[src/design/bdee_pkg.sv]
`default_nettype none

package bdee_pkg;

   localparam int DEFAULT_MAX_STRIDE = 4;
   localparam int QDEPTH             = 4;

   localparam logic [1:0] MODE_RAW      = 2'd0;
   localparam logic [1:0] MODE_TEMPORAL = 2'd1;
   localparam logic [1:0] MODE_SPATIAL  = 2'd2;

   localparam logic CSR_MODE   = 1'b0;
   localparam logic CSR_STRIDE = 1'b1;

   localparam logic [2:0] STRIDE_RESET = 3'd1;

   localparam logic [3:0] CODE_LEN    = 4'd4;
   localparam logic [3:0] ESC_LEN     = 4'd12;
   localparam logic [3:0] DELTA_BIAS  = 4'd7;
   localparam logic [3:0] ESCAPE_CODE = 4'd15;

   typedef struct packed {
      logic [7:0] cur_byte;
      logic [7:0] prev_frame_byte;
      logic       frame_end;
   } req_type;

   typedef struct packed {
      logic [7:0] out_byte;
      logic       out_last;
   } rsp_type;

   typedef struct packed {
      logic [1:0] mode;
      logic [2:0] channel_stride;
   } cfg_type;

   // up to three result bytes produced by one transaction
   typedef struct packed {
      logic [1:0]        count;
      rsp_type [2:0]     item;
   } push_type;

endpackage

`default_nettype wire

[src/design/byte_delta_escape_encoder.sv]
`default_nettype none

// Channel   Direction  Handshake                 Payload
// req_      in         req_valid / req_ready     req_item  (cur_byte, prev_frame_byte, frame_end)
// rsp_      out        rsp_valid / rsp_ready     rsp_item  (out_byte, out_last)
// csr_      in         csr_wen                   csr_index, csr_wdata (3 bits)
//
// A transaction is held in the input register, is encoded in one pass into
// a four-entry result queue, and its first byte shows on rsp_ from the registered queue head.
// One transaction is taken per cycle while the queue has room for its 0..3 bytes;
// the queue drains one byte per cycle while rsp_ready is high, so rsp_ sets the sustained rate.
// Synchronous reset clears the packer, history, byte count, queue and registers.
// A stall on rsp_ backs up the queue, then the input register, then req_ready.

module byte_delta_escape_encoder #(
   parameter int MAX_STRIDE = bdee_pkg::DEFAULT_MAX_STRIDE
) (
   input  wire                  clock,
   input  wire                  reset,
   input  wire                  req_valid,
   output logic                 req_ready,
   input  bdee_pkg::req_type    req_item,
   output logic                 rsp_valid,
   input  wire                  rsp_ready,
   output bdee_pkg::rsp_type    rsp_item,
   input  wire                  csr_wen,
   input  wire                  csr_index,
   input  wire [2:0]            csr_wdata
);
   import bdee_pkg::*;

   logic [1:0] mode_ff;
   logic [2:0] stride_ff;
   cfg_type    cfg;
   logic       item_valid;
   req_type    item;
   logic       take;
   push_type   push;

   // configuration registers: to be written only while idle; the block does not enforce it
   always_ff @(posedge clock) begin
      if (reset) begin
         mode_ff   <= MODE_RAW;
         stride_ff <= STRIDE_RESET;
      end else if (csr_wen) begin
         case (csr_index)
            CSR_MODE:   mode_ff   <= csr_wdata[1:0];
            CSR_STRIDE: stride_ff <= csr_wdata;
            default:    mode_ff   <= mode_ff;
         endcase
      end
   end

   assign cfg.mode           = mode_ff;
   assign cfg.channel_stride = stride_ff;

   // input register: holds one transaction until the queue can take its bytes
   bdee_in_stage u_in_stage (
      .clock      (clock),
      .reset      (reset),
      .req_valid  (req_valid),
      .req_ready  (req_ready),
      .req_item   (req_item),
      .take       (take),
      .item_valid (item_valid),
      .item       (item)
   );

   // delta / escape coding, bit packing, history and frame byte count
   bdee_encoder #(
      .MAX_STRIDE (MAX_STRIDE)
   ) u_encoder (
      .clock (clock),
      .reset (reset),
      .cfg   (cfg),
      .item  (item),
      .take  (take),
      .push  (push)
   );

   // result queue: decides when the encoded transaction is taken
   bdee_out_queue u_out_queue (
      .clock      (clock),
      .reset      (reset),
      .item_valid (item_valid),
      .push       (push),
      .take       (take),
      .rsp_valid  (rsp_valid),
      .rsp_ready  (rsp_ready),
      .rsp_item   (rsp_item)
   );

endmodule

`default_nettype wire

[src/design/bdee_in_stage.sv]
`default_nettype none

module bdee_in_stage (
   input  wire                  clock,
   input  wire                  reset,
   input  wire                  req_valid,
   output logic                 req_ready,
   input  bdee_pkg::req_type    req_item,
   input  wire                  take,
   output logic                 item_valid,
   output bdee_pkg::req_type    item
);
   import bdee_pkg::*;

   logic    valid_ff, valid_in;
   req_type item_ff;

   assign req_ready  = !valid_ff || take;
   assign item_valid = valid_ff;
   assign item       = item_ff;

   always_comb begin
      valid_in = valid_ff;
      if (req_valid && req_ready) begin
         valid_in = 1'b1;
      end else if (take) begin
         valid_in = 1'b0;
      end
   end

   always_ff @(posedge clock) begin
      if (reset) begin
         valid_ff <= 1'b0;
      end else begin
         valid_ff <= valid_in;
      end
   end

   always_ff @(posedge clock) begin
      if (req_valid && req_ready) begin
         item_ff <= req_item;
      end
   end

endmodule

`default_nettype wire

[src/design/bdee_encoder.sv]
`default_nettype none

module bdee_encoder #(
   parameter int MAX_STRIDE = bdee_pkg::DEFAULT_MAX_STRIDE
) (
   input  wire                  clock,
   input  wire                  reset,
   input  bdee_pkg::cfg_type    cfg,
   input  bdee_pkg::req_type    item,
   input  wire                  take,
   output bdee_pkg::push_type   push
);
   import bdee_pkg::*;

   localparam int HDR_W = $clog2(MAX_STRIDE + 1);
   localparam int IDX_W = (MAX_STRIDE > 1) ? $clog2(MAX_STRIDE) : 1;

   logic [6:0]       acc_ff, acc_in;
   logic [2:0]       cnt_ff, cnt_in;
   logic [HDR_W-1:0] hdr_ff, hdr_in;
   logic [7:0]       hist_ff [MAX_STRIDE];

   logic [3:0]        stride;
   logic [7:0]        ref_byte;
   logic              use_delta;
   logic signed [8:0] diff;
   logic [11:0]       sym;
   logic [3:0]        sym_len;
   logic [23:0]       word;
   logic [4:0]        total;
   logic [6:0]        rem;
   logic [2:0]        rem_cnt;
   logic [1:0]        n;
   logic [7:0]        slot [3];

   always_comb begin
      stride = {1'b0, cfg.channel_stride};
      if (stride == 4'd0) begin
         stride = 4'd1;
      end else if (stride > 4'(MAX_STRIDE)) begin
         stride = 4'(MAX_STRIDE);
      end
   end

   always_comb begin
      use_delta = (cfg.mode == MODE_TEMPORAL) ||
                  ((cfg.mode == MODE_SPATIAL) && (4'(hdr_ff) >= stride));
      ref_byte  = (cfg.mode == MODE_TEMPORAL) ? item.prev_frame_byte
                                             : hist_ff[IDX_W'(stride - 4'd1)];
      diff      = $signed({1'b0, item.cur_byte}) - $signed({1'b0, ref_byte});
      if ((diff >= -9'sd7) && (diff <= 9'sd7)) begin
         sym     = {8'd0, diff[3:0] + DELTA_BIAS};
         sym_len = CODE_LEN;
      end else begin
         sym     = {item.cur_byte, ESCAPE_CODE};
         sym_len = ESC_LEN;
      end
      word  = {17'd0, acc_ff} | ({12'd0, sym} << cnt_ff);
      total = {2'd0, cnt_ff} + {1'b0, sym_len};
   end

   always_comb begin
      slot[0] = 8'd0;
      slot[1] = 8'd0;
      slot[2] = 8'd0;
      if (use_delta) begin
         n       = total[4:3];
         rem_cnt = total[2:0];
         slot[0] = word[7:0];
         slot[1] = word[15:8];
         case (n)
            2'd0:    rem = word[6:0];
            2'd1:    rem = word[14:8];
            default: rem = word[22:16];
         endcase
      end else begin
         rem     = 7'd0;
         rem_cnt = 3'd0;
         if (cnt_ff != 3'd0) begin
            n       = 2'd2;
            slot[0] = {1'b0, acc_ff};
            slot[1] = item.cur_byte;
         end else begin
            n       = 2'd1;
            slot[0] = item.cur_byte;
         end
      end
      // frame end flushes the zero-padded remainder
      if (item.frame_end && (rem_cnt != 3'd0)) begin
         case (n)
            2'd0:    slot[0] = {1'b0, rem};
            2'd1:    slot[1] = {1'b0, rem};
            default: slot[2] = {1'b0, rem};
         endcase
         n = n + 2'd1;
      end
   end

   always_comb begin
      push.count = n;
      for (int k = 0; k < 3; k++) begin
         push.item[k].out_byte = slot[k];
         push.item[k].out_last = item.frame_end && ((2'(k) + 2'd1) == n);
      end
   end

   always_comb begin
      if (item.frame_end) begin
         acc_in = 7'd0;
         cnt_in = 3'd0;
         hdr_in = '0;
      end else begin
         acc_in = rem;
         cnt_in = rem_cnt;
         hdr_in = (hdr_ff < HDR_W'(MAX_STRIDE)) ? hdr_ff + HDR_W'(1) : hdr_ff;
      end
   end

   always_ff @(posedge clock) begin
      if (reset) begin
         acc_ff <= 7'd0;
         cnt_ff <= 3'd0;
         hdr_ff <= '0;
         for (int i = 0; i < MAX_STRIDE; i++) begin
            hist_ff[i] <= 8'd0;
         end
      end else if (take) begin
         acc_ff <= acc_in;
         cnt_ff <= cnt_in;
         hdr_ff <= hdr_in;
         for (int i = MAX_STRIDE - 1; i > 0; i--) begin
            hist_ff[i] <= hist_ff[i-1];
         end
         hist_ff[0] <= item.cur_byte;
      end
   end

endmodule

`default_nettype wire

[src/design/bdee_out_queue.sv]
`default_nettype none

module bdee_out_queue (
   input  wire                  clock,
   input  wire                  reset,
   input  wire                  item_valid,
   input  bdee_pkg::push_type   push,
   output logic                 take,
   output logic                 rsp_valid,
   input  wire                  rsp_ready,
   output bdee_pkg::rsp_type    rsp_item
);
   import bdee_pkg::*;

   localparam int CNT_W = $clog2(QDEPTH + 1);

   rsp_type          q_ff [QDEPTH];
   rsp_type          q_in [QDEPTH];
   logic [CNT_W-1:0] count_ff, count_in, level;
   logic             pop;

   assign rsp_valid = (count_ff != '0);
   assign rsp_item  = q_ff[0];
   assign pop       = rsp_valid && rsp_ready;
   assign level     = count_ff - CNT_W'(pop);
   assign take      = item_valid &&
                      (({1'b0, level} + (CNT_W+1)'(push.count)) <= (CNT_W+1)'(QDEPTH));
   assign count_in  = level + (take ? CNT_W'(push.count) : '0);

   always_comb begin
      for (int i = 0; i < QDEPTH; i++) begin
         q_in[i] = (pop && (i + 1 < QDEPTH)) ? q_ff[(i + 1) % QDEPTH] : q_ff[i];
         if (take && (i >= int'(level)) && (i < int'(level) + int'(push.count))) begin
            q_in[i] = push.item[2'(i - int'(level))];
         end
      end
   end

   always_ff @(posedge clock) begin
      if (reset) begin
         count_ff <= '0;
      end else begin
         count_ff <= count_in;
      end
   end

   always_ff @(posedge clock) begin
      for (int i = 0; i < QDEPTH; i++) begin
         q_ff[i] <= q_in[i];
      end
   end

endmodule

`default_nettype wire

[config.mk]
export PLATFORM = sky130hd
export DESIGN_NAME = byte_delta_escape_encoder
export DESIGN_NICKNAME = d
export VERILOG_FILES = /design/src/design/bdee_pkg.sv /design/src/design/byte_delta_escape_encoder.sv /design/src/design/bdee_in_stage.sv /design/src/design/bdee_encoder.sv /design/src/design/bdee_out_queue.sv
export SDC_FILE = /design/constraint.sdc
export NUM_CORES = 1
export LEC_CHECK = 0
export ABC_AREA = 1
export BUFFER_PORTS_ARGS = -buffer_cell sky130_fd_sc_hd__buf_2
export CAP_MARGIN = 20
export CORE_MARGIN = 2
export CORE_UTILIZATION = 60
export CTS_CLUSTER_DIAMETER = 30
export CTS_CLUSTER_SIZE = 24
export DETAILED_ROUTE_END_ITERATION = 10
export GPL_TIMING_DRIVEN = 0
export PLACE_DENSITY = 0.82
export SETUP_SLACK_MARGIN = 0.1
export SYNTH_ARGS = -nofsm -noshare
export SYNTH_HDL_FRONTEND = slang
export SYNTH_SLANG_ARGS = --single-unit
[constraint.sdc]
create_clock -name clock -period 8.7 [get_ports clock]
set_input_delay 2.61 -clock clock [delete_from_list [all_inputs] [get_ports clock]]
set_output_delay 2.61 -clock clock [all_outputs]
set_load 0.01 [all_outputs]
==> metrics <==
Hold EP=mode_ff[0]; Root Driver=clkbuf_16; critical path arrival=between 5000 and 6000 ps; final-report max-slew violation count=0; Distinct cells, synth=43; slew margin rel.=between 30% and 40%; CTS tree=built; worst r2r dst=u_encoder.hist_ff[3][2]; Syn Nets=around 1.0k; crit path capture type=output pin; Die ar.=13140 µm²; status=completed; Leak=between 3 and 4 nW; drt wl/cell=approximately 17 µm; largest net degree at the start of global routing=40; CP startpoint kind=flop; hold path depth=2; first-pass GRT wire length=between 30000 and 40000 µm; DRC Markers=0; width of the die=114.6 µm; vias in the first global route=just over 6k; syn avg cell area=around 7.7 µm²; port bufs=36; final instance area=slightly above 8000 µm²; Max VDD drop=approximately 0.00021 V; Worst-Margin Slew=about 910 ps; final core occ=67.69%; required time worst endpoint=slightly above 6000 ps; share of layout cells above drive strength 1=15.67%; drt pass-1 iters=8; GPL Wtd Cong=about 1; pre-CTS setup slack=33.86 ps; Yosys warning count=0; CP max stage cell=fa_2; dpl cells=about 1.1k; Worst-Skew Late Latency=about 360 ps; initial DRC count=899; Post-Syn Instances=~960; routed vias/inst=approximately 6; I/O pin cnt=37; Non-Filler Instances=1162; maximum clock path buffer count=2; core area=11960 µm²; GR Overflow Total=0; Initial Util=between 60% and 70%; hpwl dp=between 10000 and 15000 µm; GRT Total Usage=a little under a third; Max H-tree Level=3; setup TNS=0 ps; Hold Violations, Final=0; die height=114.6 µm; P&R area growth vs syn=10.26%; Reg clk slew, reported paths=70 ps; Power Dens Cells=around 360 nW/µm²; Max Fclk=119.7 MHz; final period utilization=between 90% and 100%; most frequent CP cell=ha_1; total power draw=around 2.9 mW; DR vias=just under 7k; Site Rows=40; antenna violation net count after detailed routing=0; n_diodes=0; routed wl met3=around 2000 µm; setup ws final=roughly 350 ps; Placement Cell Area=7712 µm²; synthesized flop and latch total=~110; synthesized area=between 7000 and 8000 µm²; FF-to-FF setup slack=about 2200 ps; max_cap viols=0; reg2reg start=stride_ff[0]; HP Start=mode_ff[0]; Met1 Routed Length=between 8000 and 9000 µm; crit-path max cell delay=around 580 ps; CP Class=flop to output pin; post-synthesis sequential area ratio=around two fifths; min cycle time layout=about 8400 ps; final WL=between 15000 and 20000 µm; class of the tightest hold or removal check=flop to flop; met2 WL=around 8400 µm; Worst Skew=9.971 ps; final setup vio count=0; Crit Path Max Fanout=10; clk sink count=107; hold slack=a little under 500 ps; Layout Nets=about 1.1k; Top Layer Used=met4; TritonCTS Buffers=9; Worst R2R Path Depth=33; antenna violations before repair=0
==> state kept, by name, indices dropped and copies added (netlist names) <==
| register | flops |
|---|---|
| u_out_queue.q_ff | 36 |
| u_out_queue.count_ff | 3 |
| u_encoder.hist_ff | 32 |
| u_encoder.hdr_ff | 3 |
| stride_ff | 3 |
| u_in_stage.item | 17 |
| mode_ff | 2 |
| u_encoder.acc_ff | 7 |
| u_encoder.cnt_ff | 3 |
| u_in_stage.item_valid | 1 |
==> worst max path at each step <==
stage | from | to | slack [ps] | cells after the start
6_report | stride_ff[0] | req_ready | 350 | 31
5_1_grt | stride_ff[0] | req_ready | -20 | 32
4_1_cts | stride_ff[0] | req_ready | 110 | 32
3_5_place_dp | stride_ff[0] | req_ready | 30 | 32
3_3_place_gp | stride_ff[0] | req_ready | 70 | 31
2_1_floorplan | stride_ff[0] | req_ready | 1110 | 30
==> cell usage after synthesis <==
cell type / count / share of area [%]
a21boi_1: 1 / 0.10
a21o_1: 1 / 0.10
a21oi_1: 42 / 2.9
a21oi_2: 2 / 0.24
a31oi_1: 1 / 0.085
buf_2: 16 / 1.1
buf_4: 1 / 0.10
buf_6: 7 / 1.1
clkbuf_1: 11 / 0.56
clkinv_1: 1 / 0.051
dfxtp_1: 22 / 6.0
edfxtp_1: 85 / 35
fa_1: 2 / 0.55
ha_1: 28 / 4.8
inv_1: 103 / 5.3
inv_2: 9 / 0.46
mux2i_1: 2 / 0.27
nand2_1: 248 / 13
nand2_2: 16 / 1.4
nand2_4: 5 / 0.77
nand3_1: 138 / 9.4
nand3_2: 17 / 2.3
nand3_4: 2 / 0.48
nand4_1: 17 / 1.4
nor2_1: 70 / 3.6
nor2_2: 5 / 0.43
nor2_4: 1 / 0.15
nor3_1: 6 / 0.41
nor3_2: 2 / 0.27
o2111ai_1: 1 / 0.12
o211ai_1: 22 / 2.2
o21a_1: 1 / 0.10
o21ai_0: 37 / 2.5
o21ai_1: 13 / 0.89
o21ai_2: 3 / 0.36
o22ai_1: 7 / 0.60
o2bb2ai_1: 1 / 0.12
or2_1: 3 / 0.26
or2_2: 1 / 0.085
or2_4: 1 / 0.12
xnor2_2: 1 / 0.22
xor2_1: 3 / 0.36
xor2_4: 1 / 0.37
==> layer usage <==
metal	global-route usage, %	up-vias
li1	-	3334
met5	0	-
met2	44.62	391
met1	44.37	3035
met4	11.63	0
met3	6.406	45
==> cell families after synthesis <==
logic type,share of synthesized area [%]
AOI/OAI and AO/OA,10.34
xor gates and xnor gates,0.9543
adders and majority gates,5.316
buffers and inverters,8.605
DFF,40.76
muxes,0.2726
and+or+nand+nor,33.75
==> repair_timing <==
| action | CTS | global route |
|---|---|---|
| setup endpoints to repair | 1 | 1 |
| pin swaps | 0 | 2 |
| gates resized for setup | 4 | 13 |
| hold buffers | 0 | 0 |
| setup buffers | 0 | 6 |
==> area by class of cell <==
class,instances,area [µm²]
buffer,35,211.5
clock buffer,11,232.7
clock inverter,5,70.07
fill,1028,3865
inverter,113,424.2
multi-input combinational,701,3751
sequential,107,2993
tap,147,183.9
timing repair buffer,43,230.2
==> cells in the final DEF (no fill, tap or decap), types with 9 or more instances in the layout <==
cell type	synthesis	final
o21ai_0	37	36
o21ai_1	13	13
nor2_1	70	69
nand3_2	17	17
o211ai_1	22	22
nand2_2	16	18
nand4_1	17	17
inv_1	103	102
nand2_1	248	246
clkbuf_16	0	9
clkbuf_1	11	10
a21oi_1	42	39
inv_2	9	10
nand3_1	138	138
buf_2	16	54
edfxtp_1	85	85
dfxtp_1	22	22
ha_1	28	28
==> report_power, final <==
group | switching (mW) | total [mW] | leakage [nW] | internal [mW]
clock | 0.201 | 0.431 | 0.148 | 0.230
sequential | 0.0480 | 0.828 | 1.02 | 0.780
combinational | 1.12 | 1.62 | 2.53 | 0.500
==> critical path, delay by kind of cell (launching register included) <==
kind | cells | cell delay [ps]
buffers and inverters | 8 | 930
AOI/OAI and AO/OA | 7 | 1130
and+or+nand+nor | 10 | 1150
DFF | 1 | 350
adders and majority gates | 6 | 1830
(Power assumes the default switching activity.)
